===== config.mk =====
export PLATFORM = sky130hd
export DESIGN_NAME = pwm_backlight_fader_core
export DESIGN_NICKNAME = d
export VERILOG_FILES = /design/src/design/pbf_pkg.sv /design/src/design/pwm_backlight_fader_core.sv /design/src/design/pbf_step.sv
export SDC_FILE = /design/constraint.sdc
export NUM_CORES = 1
export LEC_CHECK = 0
export BUFFER_PORTS_ARGS = -buffer_cell sky130_fd_sc_hd__buf_2
export CORE_MARGIN = 2
export CORE_UTILIZATION = 40
export DETAILED_ROUTE_END_ITERATION = 16
export GPL_ROUTABILITY_DRIVEN = 0
export GPL_TIMING_DRIVEN = 0
export SLEW_MARGIN = 20
export SYNTH_ARGS = -nofsm -noshare
export SYNTH_HDL_FRONTEND = slang
export SYNTH_HIERARCHICAL = 1
export SYNTH_SLANG_ARGS = --single-unit

===== constraint.sdc =====
create_clock -name clock -period 6.8 [get_ports clock]
set_input_delay 1.7 -clock clock [delete_from_list [all_inputs] [get_ports clock]]
set_output_delay 1.7 -clock clock [all_outputs]
set_load 0.005 [all_outputs]

===== src/design/pbf_pkg.sv =====
// Shared types and constants for the PWM backlight fader.
// No dependencies; used by pbf_step and pwm_backlight_fader_core.
package pbf_pkg;

   // Fixed field widths
   localparam int FRAC_BITS     = 16;  // fractional bits of the brightness value
   localparam int STEP_W        = 27;  // fade step register width
   localparam int PERIOD_W      = 16;  // timer period width
   localparam int CSR_IDX_W     = 2;
   localparam int CSR_DATA_W    = 27;
   localparam int REQ_TDATA_W   = 8;
   localparam int RSP_TDATA_W   = 24;

   // Default PWM resolution (levels = 2**LEVEL_BITS)
   localparam int LEVEL_BITS_DEF = 8;

   // First expiry after a fade starts the timer
   localparam logic [PERIOD_W-1:0] START_DELAY = 16'd2;

   // Register reset values
   localparam logic [STEP_W-1:0]   FADE_IN_RST  = 27'd279620;
   localparam logic [STEP_W-1:0]   FADE_OUT_RST = 27'd41943;
   localparam logic [PERIOD_W-1:0] BASE_RST     = 16'd5000;

   // Input item kind, carried on req_tuser
   typedef enum logic {
      FUNC_EXPIRE = 1'b0,
      FUNC_FADE   = 1'b1
   } func_type;

   // Register indexes on the csr port
   typedef enum logic [CSR_IDX_W-1:0] {
      CSR_FADE_IN  = 2'd0,
      CSR_FADE_OUT = 2'd1,
      CSR_BASE     = 2'd2
   } csr_idx_type;

   // Single-bit control state
   typedef struct packed {
      logic target_full;
      logic phase_main;
      logic timer_active;
      logic light_state;
   } flags_type;

   // Result beat
   typedef struct packed {
      logic                sleep_request;
      logic                fade_done;
      logic                timer_run;
      logic [PERIOD_W-1:0] period_out;
      logic                light_on;
   } rsp_type;

endpackage


===== src/design/pwm_backlight_fader_core.sv =====
// Top level of the PWM backlight fader: stream ports, registers and state.
// Depends on pbf_pkg and pbf_step.

// Takes one beat per clock while no result is held back, and returns exactly
// one result beat for each: a beat sits in the input register, then the fader
// state and result register update together when the result register is free,
// and a held result blocks the next beat. Each beat's work is one 16 x 9-bit
// multiply (base period times level) plus a saturating add or subtract of the
// fade step. req_tuser is the kind (0 = timer expiry, 1 = fade request) and
// req_tdata[0] is fade_up. Registers on csr_* (0 fade-in step, 1 fade-out
// step, 2 base period) take effect at once and must be written only while
// no beats are in flight.
module pwm_backlight_fader_core #(
   parameter int LEVEL_BITS = pbf_pkg::LEVEL_BITS_DEF
) (
   input  logic                               clock,
   input  logic                               reset,
   // request channel
   input  logic                               req_tvalid,
   output logic                               req_tready,
   input  logic [pbf_pkg::REQ_TDATA_W-1:0]    req_tdata,   // [0] fade_up, rest zero
   input  logic                               req_tuser,   // [0] func
   // result channel
   output logic                               rsp_tvalid,
   input  logic                               rsp_tready,
   // [0] light_on, [16:1] period_out, [17] timer_run, [18] fade_done,
   // [19] sleep_request, rest zero
   output logic [pbf_pkg::RSP_TDATA_W-1:0]    rsp_tdata,
   // configuration
   input  logic                               csr_we,
   input  logic [pbf_pkg::CSR_IDX_W-1:0]      csr_index,
   input  logic [pbf_pkg::CSR_DATA_W-1:0]     csr_wdata
);

   localparam int FRAC_W = LEVEL_BITS + pbf_pkg::FRAC_BITS + 1;
   localparam int LVL_W  = LEVEL_BITS + 1;
   localparam int RSP_W  = $bits(pbf_pkg::rsp_type);

   // configuration registers
   logic [pbf_pkg::STEP_W-1:0]   fade_in_ff,  fade_in_in;
   logic [pbf_pkg::STEP_W-1:0]   fade_out_ff, fade_out_in;
   logic [pbf_pkg::PERIOD_W-1:0] base_ff,     base_in;

   // input register
   logic                 in_valid_ff, in_valid_in;
   pbf_pkg::func_type    in_func_ff,  in_func_in;
   logic                 in_up_ff,    in_up_in;

   // fader state
   logic [FRAC_W-1:0]    frac_ff,    frac_in;
   logic [LVL_W-1:0]     latched_ff, latched_in;
   pbf_pkg::flags_type   flags_ff,   flags_in;

   // result register
   logic                 rsp_valid_ff, rsp_valid_in;
   pbf_pkg::rsp_type     rsp_ff,       rsp_in;

   logic [FRAC_W-1:0]    frac_step;
   logic [LVL_W-1:0]     latched_step;
   pbf_pkg::flags_type   flags_step;
   pbf_pkg::rsp_type     rsp_step;
   logic                 out_free;
   logic                 advance;
   logic                 req_fire;

   // handshake
   assign out_free   = !rsp_valid_ff || rsp_tready;
   assign advance    = in_valid_ff && out_free;
   assign req_tready = !in_valid_ff || advance;
   assign req_fire   = req_tvalid && req_tready;
   assign rsp_tvalid = rsp_valid_ff;
   assign rsp_tdata  = pbf_pkg::RSP_TDATA_W'(rsp_ff);

   pbf_step #(
      .LEVEL_BITS(LEVEL_BITS)
   ) u_step (
      .func          (in_func_ff),
      .fade_up       (in_up_ff),
      .fade_in_step  (fade_in_ff),
      .fade_out_step (fade_out_ff),
      .base_period   (base_ff),
      .frac_cur      (frac_ff),
      .latched_cur   (latched_ff),
      .flags_cur     (flags_ff),
      .frac_nxt      (frac_step),
      .latched_nxt   (latched_step),
      .flags_nxt     (flags_step),
      .rsp           (rsp_step)
   );

   // register writes
   always_comb begin
      fade_in_in  = fade_in_ff;
      fade_out_in = fade_out_ff;
      base_in     = base_ff;
      if (csr_we) begin
         case (csr_index)
            pbf_pkg::CSR_FADE_IN:  fade_in_in  = csr_wdata[pbf_pkg::STEP_W-1:0];
            pbf_pkg::CSR_FADE_OUT: fade_out_in = csr_wdata[pbf_pkg::STEP_W-1:0];
            pbf_pkg::CSR_BASE:     base_in     = csr_wdata[pbf_pkg::PERIOD_W-1:0];
            default: ;
         endcase
      end
   end

   // input register, state and result register next values
   always_comb begin
      in_valid_in  = in_valid_ff;
      in_func_in   = in_func_ff;
      in_up_in     = in_up_ff;
      if (advance) begin
         in_valid_in = 1'b0;
      end
      if (req_fire) begin
         in_valid_in = 1'b1;
         in_func_in  = pbf_pkg::func_type'(req_tuser);
         in_up_in    = req_tdata[0];
      end

      frac_in      = frac_ff;
      latched_in   = latched_ff;
      flags_in     = flags_ff;
      rsp_in       = rsp_ff;
      rsp_valid_in = rsp_valid_ff && !rsp_tready;
      if (advance) begin
         frac_in      = frac_step;
         latched_in   = latched_step;
         flags_in     = flags_step;
         rsp_in       = rsp_step;
         rsp_valid_in = 1'b1;
      end
   end

   // control and state registers
   always_ff @(posedge clock) begin
      if (reset) begin
         fade_in_ff   <= pbf_pkg::FADE_IN_RST;
         fade_out_ff  <= pbf_pkg::FADE_OUT_RST;
         base_ff      <= pbf_pkg::BASE_RST;
         in_valid_ff  <= 1'b0;
         frac_ff      <= '0;
         latched_ff   <= '0;
         flags_ff     <= '0;
         rsp_valid_ff <= 1'b0;
      end else begin
         fade_in_ff   <= fade_in_in;
         fade_out_ff  <= fade_out_in;
         base_ff      <= base_in;
         in_valid_ff  <= in_valid_in;
         frac_ff      <= frac_in;
         latched_ff   <= latched_in;
         flags_ff     <= flags_in;
         rsp_valid_ff <= rsp_valid_in;
      end
   end

   // payload registers
   always_ff @(posedge clock) begin
      in_func_ff <= in_func_in;
      in_up_ff   <= in_up_in;
      rsp_ff     <= rsp_in;
   end

   // result width check at elaboration
   if (RSP_W > pbf_pkg::RSP_TDATA_W) begin : g_width_bad
      $error("result does not fit rsp_tdata");
   end

endmodule


===== src/design/pbf_step.sv =====
// Next-state and result logic for one fader item (expiry or fade request).
// Depends on pbf_pkg. Purely combinational: one 16 x (LEVEL_BITS+1) multiply.
module pbf_step #(
   parameter int LEVEL_BITS = pbf_pkg::LEVEL_BITS_DEF
) (
   input  pbf_pkg::func_type                   func,
   input  logic                                fade_up,
   input  logic [pbf_pkg::STEP_W-1:0]          fade_in_step,
   input  logic [pbf_pkg::STEP_W-1:0]          fade_out_step,
   input  logic [pbf_pkg::PERIOD_W-1:0]        base_period,
   input  logic [LEVEL_BITS+pbf_pkg::FRAC_BITS:0] frac_cur,
   input  logic [LEVEL_BITS:0]                 latched_cur,
   input  pbf_pkg::flags_type                  flags_cur,
   output logic [LEVEL_BITS+pbf_pkg::FRAC_BITS:0] frac_nxt,
   output logic [LEVEL_BITS:0]                 latched_nxt,
   output pbf_pkg::flags_type                  flags_nxt,
   output pbf_pkg::rsp_type                    rsp
);

   localparam int FRAC_W = LEVEL_BITS + pbf_pkg::FRAC_BITS + 1;
   localparam int LVL_W  = LEVEL_BITS + 1;
   localparam int SUM_W  = ((FRAC_W > pbf_pkg::STEP_W) ? FRAC_W : pbf_pkg::STEP_W) + 1;
   localparam int PROD_W = pbf_pkg::PERIOD_W + LVL_W;

   localparam logic [LVL_W-1:0]  LEVEL_COUNT = LVL_W'(1) << LEVEL_BITS;
   localparam logic [FRAC_W-1:0] FRAC_MAX    = FRAC_W'(1) << (FRAC_W - 1);

   logic [LVL_W-1:0]           cur_level;
   logic [LVL_W-1:0]           tgt_level;
   logic [LVL_W-1:0]           rest_level;
   logic [LVL_W-1:0]           mul_op;
   logic [PROD_W-1:0]          product;
   logic [pbf_pkg::PERIOD_W-1:0] scaled;
   logic [SUM_W-1:0]           frac_ext;
   logic [SUM_W-1:0]           in_ext;
   logic [SUM_W-1:0]           out_ext;
   logic [SUM_W-1:0]           sum_up;
   logic [FRAC_W-1:0]          frac_up;
   logic [FRAC_W-1:0]          frac_down;
   logic [pbf_pkg::STEP_W-1:0] sel_step;
   logic                       idle;

   // Level of the fraction, target and remaining off share of the cycle
   assign cur_level  = frac_cur[FRAC_W-1:pbf_pkg::FRAC_BITS];
   assign tgt_level  = flags_cur.target_full ? LEVEL_COUNT : '0;
   assign rest_level = LEVEL_COUNT - {1'b0, latched_cur[LEVEL_BITS-1:0]};

   // Shared period scaler: on time in start phase, off time in main phase
   assign mul_op  = flags_cur.phase_main ? rest_level : cur_level;
   assign product = PROD_W'(base_period) * PROD_W'(mul_op);
   assign scaled  = product[LEVEL_BITS +: pbf_pkg::PERIOD_W];

   // Saturating ramps toward full and toward off
   assign frac_ext  = SUM_W'(frac_cur);
   assign in_ext    = SUM_W'(fade_in_step);
   assign out_ext   = SUM_W'(fade_out_step);
   assign sum_up    = frac_ext + in_ext;
   assign frac_up   = (sum_up > SUM_W'(FRAC_MAX)) ? FRAC_MAX : sum_up[FRAC_W-1:0];
   assign frac_down = (frac_ext > out_ext) ? FRAC_W'(frac_ext - out_ext) : '0;

   assign sel_step = fade_up ? fade_in_step : fade_out_step;

   always_comb begin
      frac_nxt           = frac_cur;
      latched_nxt        = latched_cur;
      flags_nxt          = flags_cur;
      rsp                = '0;
      idle               = 1'b0;

      if (func == pbf_pkg::FUNC_EXPIRE) begin
         if (flags_cur.timer_active) begin
            rsp.period_out = base_period;
            if (!flags_cur.phase_main) begin
               // start phase: latch level, light on for the on share
               latched_nxt = cur_level;
               if (cur_level != '0 && cur_level < LEVEL_COUNT) begin
                  flags_nxt.light_state = 1'b1;
                  rsp.period_out        = scaled;
                  flags_nxt.phase_main  = 1'b1;
               end else begin
                  flags_nxt.light_state = (cur_level != '0);
                  idle                  = (cur_level == tgt_level);
               end
               if (cur_level < tgt_level) begin
                  frac_nxt = frac_up;
               end else if (cur_level > tgt_level) begin
                  frac_nxt = frac_down;
               end
            end else begin
               // main phase: off for the rest of the cycle
               flags_nxt.light_state = 1'b0;
               rsp.period_out        = scaled;
               flags_nxt.phase_main  = 1'b0;
            end
            if (idle) begin
               flags_nxt.timer_active = 1'b0;
               rsp.fade_done          = 1'b1;
               rsp.period_out         = '0;
               rsp.sleep_request      = (cur_level == '0);
            end
         end
      end else begin
         if (sel_step != '0) begin
            if (flags_cur.target_full != fade_up) begin
               flags_nxt.target_full = fade_up;
               if (!flags_cur.timer_active) begin
                  flags_nxt.timer_active = 1'b1;
                  rsp.period_out         = pbf_pkg::START_DELAY;
               end
            end
         end else begin
            // zero step: switch at once
            flags_nxt.target_full = fade_up;
            frac_nxt              = fade_up ? FRAC_MAX : '0;
            flags_nxt.light_state = fade_up;
            rsp.sleep_request     = !fade_up;
         end
      end

      rsp.light_on  = flags_nxt.light_state;
      rsp.timer_run = flags_nxt.timer_active;
   end

endmodule

==> results.txt <==
The maximum number of pins on one net before global-route repair is 30, and the number of global-route vias before repair is 12.17k. Detailed placement ended at an HPWL of 33,790 um. The critical path runs through a total of 25 cells. The total length of routed wires was 42,370 um; the clock edge transition at the registers on the reported setup and hold paths was 60 ps. The total power divided by cell area was 128.2 nW/um2; the post-route minimum period was 6464 ps. Largest delay contributor family on the critical path: adder cells.

After technology mapping, the gate count stands at 1,709. The leakage component of the power is 6.764 nW, and the combinational cell fraction of total power is 11.3%. Cell depth of the worst hold path: 2. During synthesis, Yosys emitted a total of 6 warnings.

The tools report the worst-case setup margin in the final layout as 336.0 ps. The count of nets left with antenna violations once routing finished came out at 0. The post-route cell area was 15,590 um2.

Setup violations remaining at the end of the flow were counted as 0. Dividing the detail-routed wire length by the instance count gives 18.74 um. The first routing iteration left 778 violations. For met2 alone, demand over resource in global routing was 40.39%. The clock passes through at most 2 buffers. The tools report the nature of the critical path startpoint as a flop.

Before antenna repair, the detailed router went through 6 iterations. After global routing the overflow that remains totals 0. In this run the worst hold path is classified as flop to flop. IR analysis of the VDD net gives a maximum drop of 0.0001864 V.

STA classifies the critical path endpoint as a flop. For the data required time at the worst endpoint, the log shows 6950 ps. The data arrival at the endpoint of the critical path is 6610 ps, and the worst path buffer plus inverter count is 4. For the top-level port count, the log shows 69.

For the number of hold-slack violations in the final timing report, the log shows 0. The global routing stage identified its most utilized layer as met2. Max-cap violations in this run came to 0. The number of nets in the layout is 2,027, and the global-route track usage on met1 is 30.86%. For this run, the total global-route usage over all layers was measured as 24.06%. The hold buffer count at CTS came out at 0. For the final database, setup skew stands at 7.989 ps.

The tools report the total number of H-tree levels as 4. The share of total power dissipated in the clock network is 47.3%. Relative to the synthesized area, the layout overhead comes to 12.08%.

Cell internal power was estimated by the tool at 0.001456 W. OpenSTA, run right after detailed placement, puts the worst setup slack at -916.1 ps. The clock insertion delay at the later pin of the skew report came out at 440 ps. The tree built by TritonCTS fans out to 131 sinks. TritonCTS built the clock tree. Summing all placed instances gives a cell area of 14,770 um2. The tree is rooted in a sky130_fd_sc_hd__clkbuf_16. Post-route DRC violation count: 0. The slowest cell on the critical path was sky130_fd_sc_hd__fa_1. The tools report the number of max-slew violations in the final report as 0.

Setup repair after global routing left no endpoint under its margin. On the worst path, the slowest cell contributes a delay of 550 ps. In this run the worst path has a maximum fanout of 10. The first global-routing pass estimated 67,760 um of wire.

After floorplanning, the core was divided into 68 placement rows. The die covers 36,270 um2. The repair_antennas step left the layout with diodes totalling 0. Of the cells placed in the final design, the portion with a size suffix greater than 1 is 12.13%. The floorplan step set the die width to 190.5 um. The count of port buffers added during placement was 56; the fraction of power consumed by sequential logic was 41.4%.

The pin slew with the least headroom to its limit is 1042 ps, and the placeable core area is 34,370 um2. Cell occurring most often along the worst timing path: sky130_fd_sc_hd__fa_1. The run finished with clean final reports. The analysis attributes to net switching a power of 0.0005421 W. The worst slew margin relative to its limit came out at 29.79%. After detailed routing, the number of vias per cell comes to 5.465. The setup path with the least slack is of type flop to flop. The synthesized netlist occupies a cell area of 13,910 um2. For this configuration, the core starts out at a cell density of 40.46%. Clock tree synthesis inserted a total of 17 buffers. Based on the critical path, the design can be clocked at up to 154.7 MHz. The per-instance average area after synthesis was 8.137 um2. Dividing the final minimum period by the clock period gives 95.06%.

In the global route stage, met3 resource usage came out at 3.607%. The run gives 12.36k as the via total after detailed routing. Of the total power, the share spent switching nets is 27.13%. The number of cells on the worst reg-to-reg path is 25.

The number of antenna violations at the first check in global routing is 0, and the y dimension of the die is 190.5 um.
-- registers in the layout (all words and copies together), names as in the netlist --
register,cells
base_ff,16
fade_in_ff,27
fade_out_ff,27
flags_ff,4
frac_ff,25
in_func_ff,1
in_up_ff,1
in_valid_ff,1
latched_ff,8
rsp_tdata,20
rsp_tvalid,1
-- worst paths after layout --
check | startpoint | to | slack [ps]
setup / recovery | latched_ff[2] | rsp_tdata[16] | 340
hold / removal | base_ff[4] | base_ff[4] | 450
setup reg to reg | latched_ff[2] | rsp_tdata[16] | 340
hold reg to reg | base_ff[4] | base_ff[4] | 450
-- power by group through the flow --
stage / combinational [W] / clock [W] / sequential (W)
floorplan: 0.000148 / 0 / 0.000835
global placement: 0.000222 / 0 / 0.000843
detailed placement: 0.000223 / 0 / 0.000844
CTS: 0.000224 / 0.000961 / 0.000826
global route: 0.000244 / 0.000992 / 0.000828
finish: 0.000226 / 0.000946 / 0.000826
-- tightest hold or removal path, delay by kind of cell, from the launching register on --
family	cells	cell delay, ps
AOI/OAI and AO/OA	1	50
and+or+nand+nor	1	50
DFF	1	310
-- routing by layer --
| layer | share of wire [%] | routed length, um | vias to the layer above |
|---|---|---|---|
| met5 | 0 | 0 | - |
| met4 | 3.3 | 1413 | 0 |
| met3 | 5.4 | 2291 | 74 |
| met2 | 47 | 20100 | 357 |
| met1 | 44 | 18560 | 5983 |
| li1 | - | - | 5943 |
-- what timing repair did --
item / CTS / global route
endpoints found under the setup margin: 14 / 9
gates resized for setup: 18 / 24
pin swaps: 2 / 5
buffers inserted: 3 / 5
hold endpoints to repair: 0 / 0
-- per-stage QoR --
step                hold slack [ps]  power (W)  std cells  utilization (%)  TNS (ps)
CTS                           456.0   0.002011       2257            44.94         0
global route                  472.5   0.002064       2261            45.34         0
floorplan                     435.1  0.0009827       1712                -         0
detailed placement            447.7   0.001066       2223            42.96     -7462
global placement              442.1   0.001065       2223            42.96     -6695
finish                        453.7   0.001998       2261            45.34         0
-- area by class of cell --
class | instances | area, um2
tap | 455 | 569.3
sequential | 131 | 2843
timing repair buffer | 64 | 340.3
multi-input combinational | 1319 | 10080
clock inverter | 13 | 145.1
clock buffer | 18 | 450.4
buffer | 98 | 546.8
fill | 3448 | 18790
inverter | 163 | 611.8
-- layout by cell type, fill, tap and decap left out, types with 9 or more instances in the layout --
master                      count
sky130_fd_sc_hd__nand2_1      219
sky130_fd_sc_hd__inv_1        163
sky130_fd_sc_hd__a21oi_1      144
sky130_fd_sc_hd__dfxtp_1      109
sky130_fd_sc_hd__nand2b_1     102
sky130_fd_sc_hd__fa_1          99
sky130_fd_sc_hd__ha_1          91
sky130_fd_sc_hd__nor2_1        88
sky130_fd_sc_hd__nor2b_1       73
sky130_fd_sc_hd__buf_2         73
sky130_fd_sc_hd__nor3_1        55
sky130_fd_sc_hd__mux2i_1       43
sky130_fd_sc_hd__clkbuf_1      36
sky130_fd_sc_hd__xnor2_1       36
sky130_fd_sc_hd__o21ai_0       32
sky130_fd_sc_hd__xor2_1        27
sky130_fd_sc_hd__nand3_1       24
sky130_fd_sc_hd__a21o_1        23
sky130_fd_sc_hd__edfxtp_1      22
sky130_fd_sc_hd__buf_4         21
sky130_fd_sc_hd__clkbuf_16     18
sky130_fd_sc_hd__and2_1        18
sky130_fd_sc_hd__nor4_1        16
sky130_fd_sc_hd__nand4_1       15
sky130_fd_sc_hd__clkbuf_2      11
sky130_fd_sc_hd__o211ai_1      10
sky130_fd_sc_hd__o21ai_2       10
sky130_fd_sc_hd__buf_1          9
sky130_fd_sc_hd__a31oi_1        9
Power figures use the tool's default switching activity.
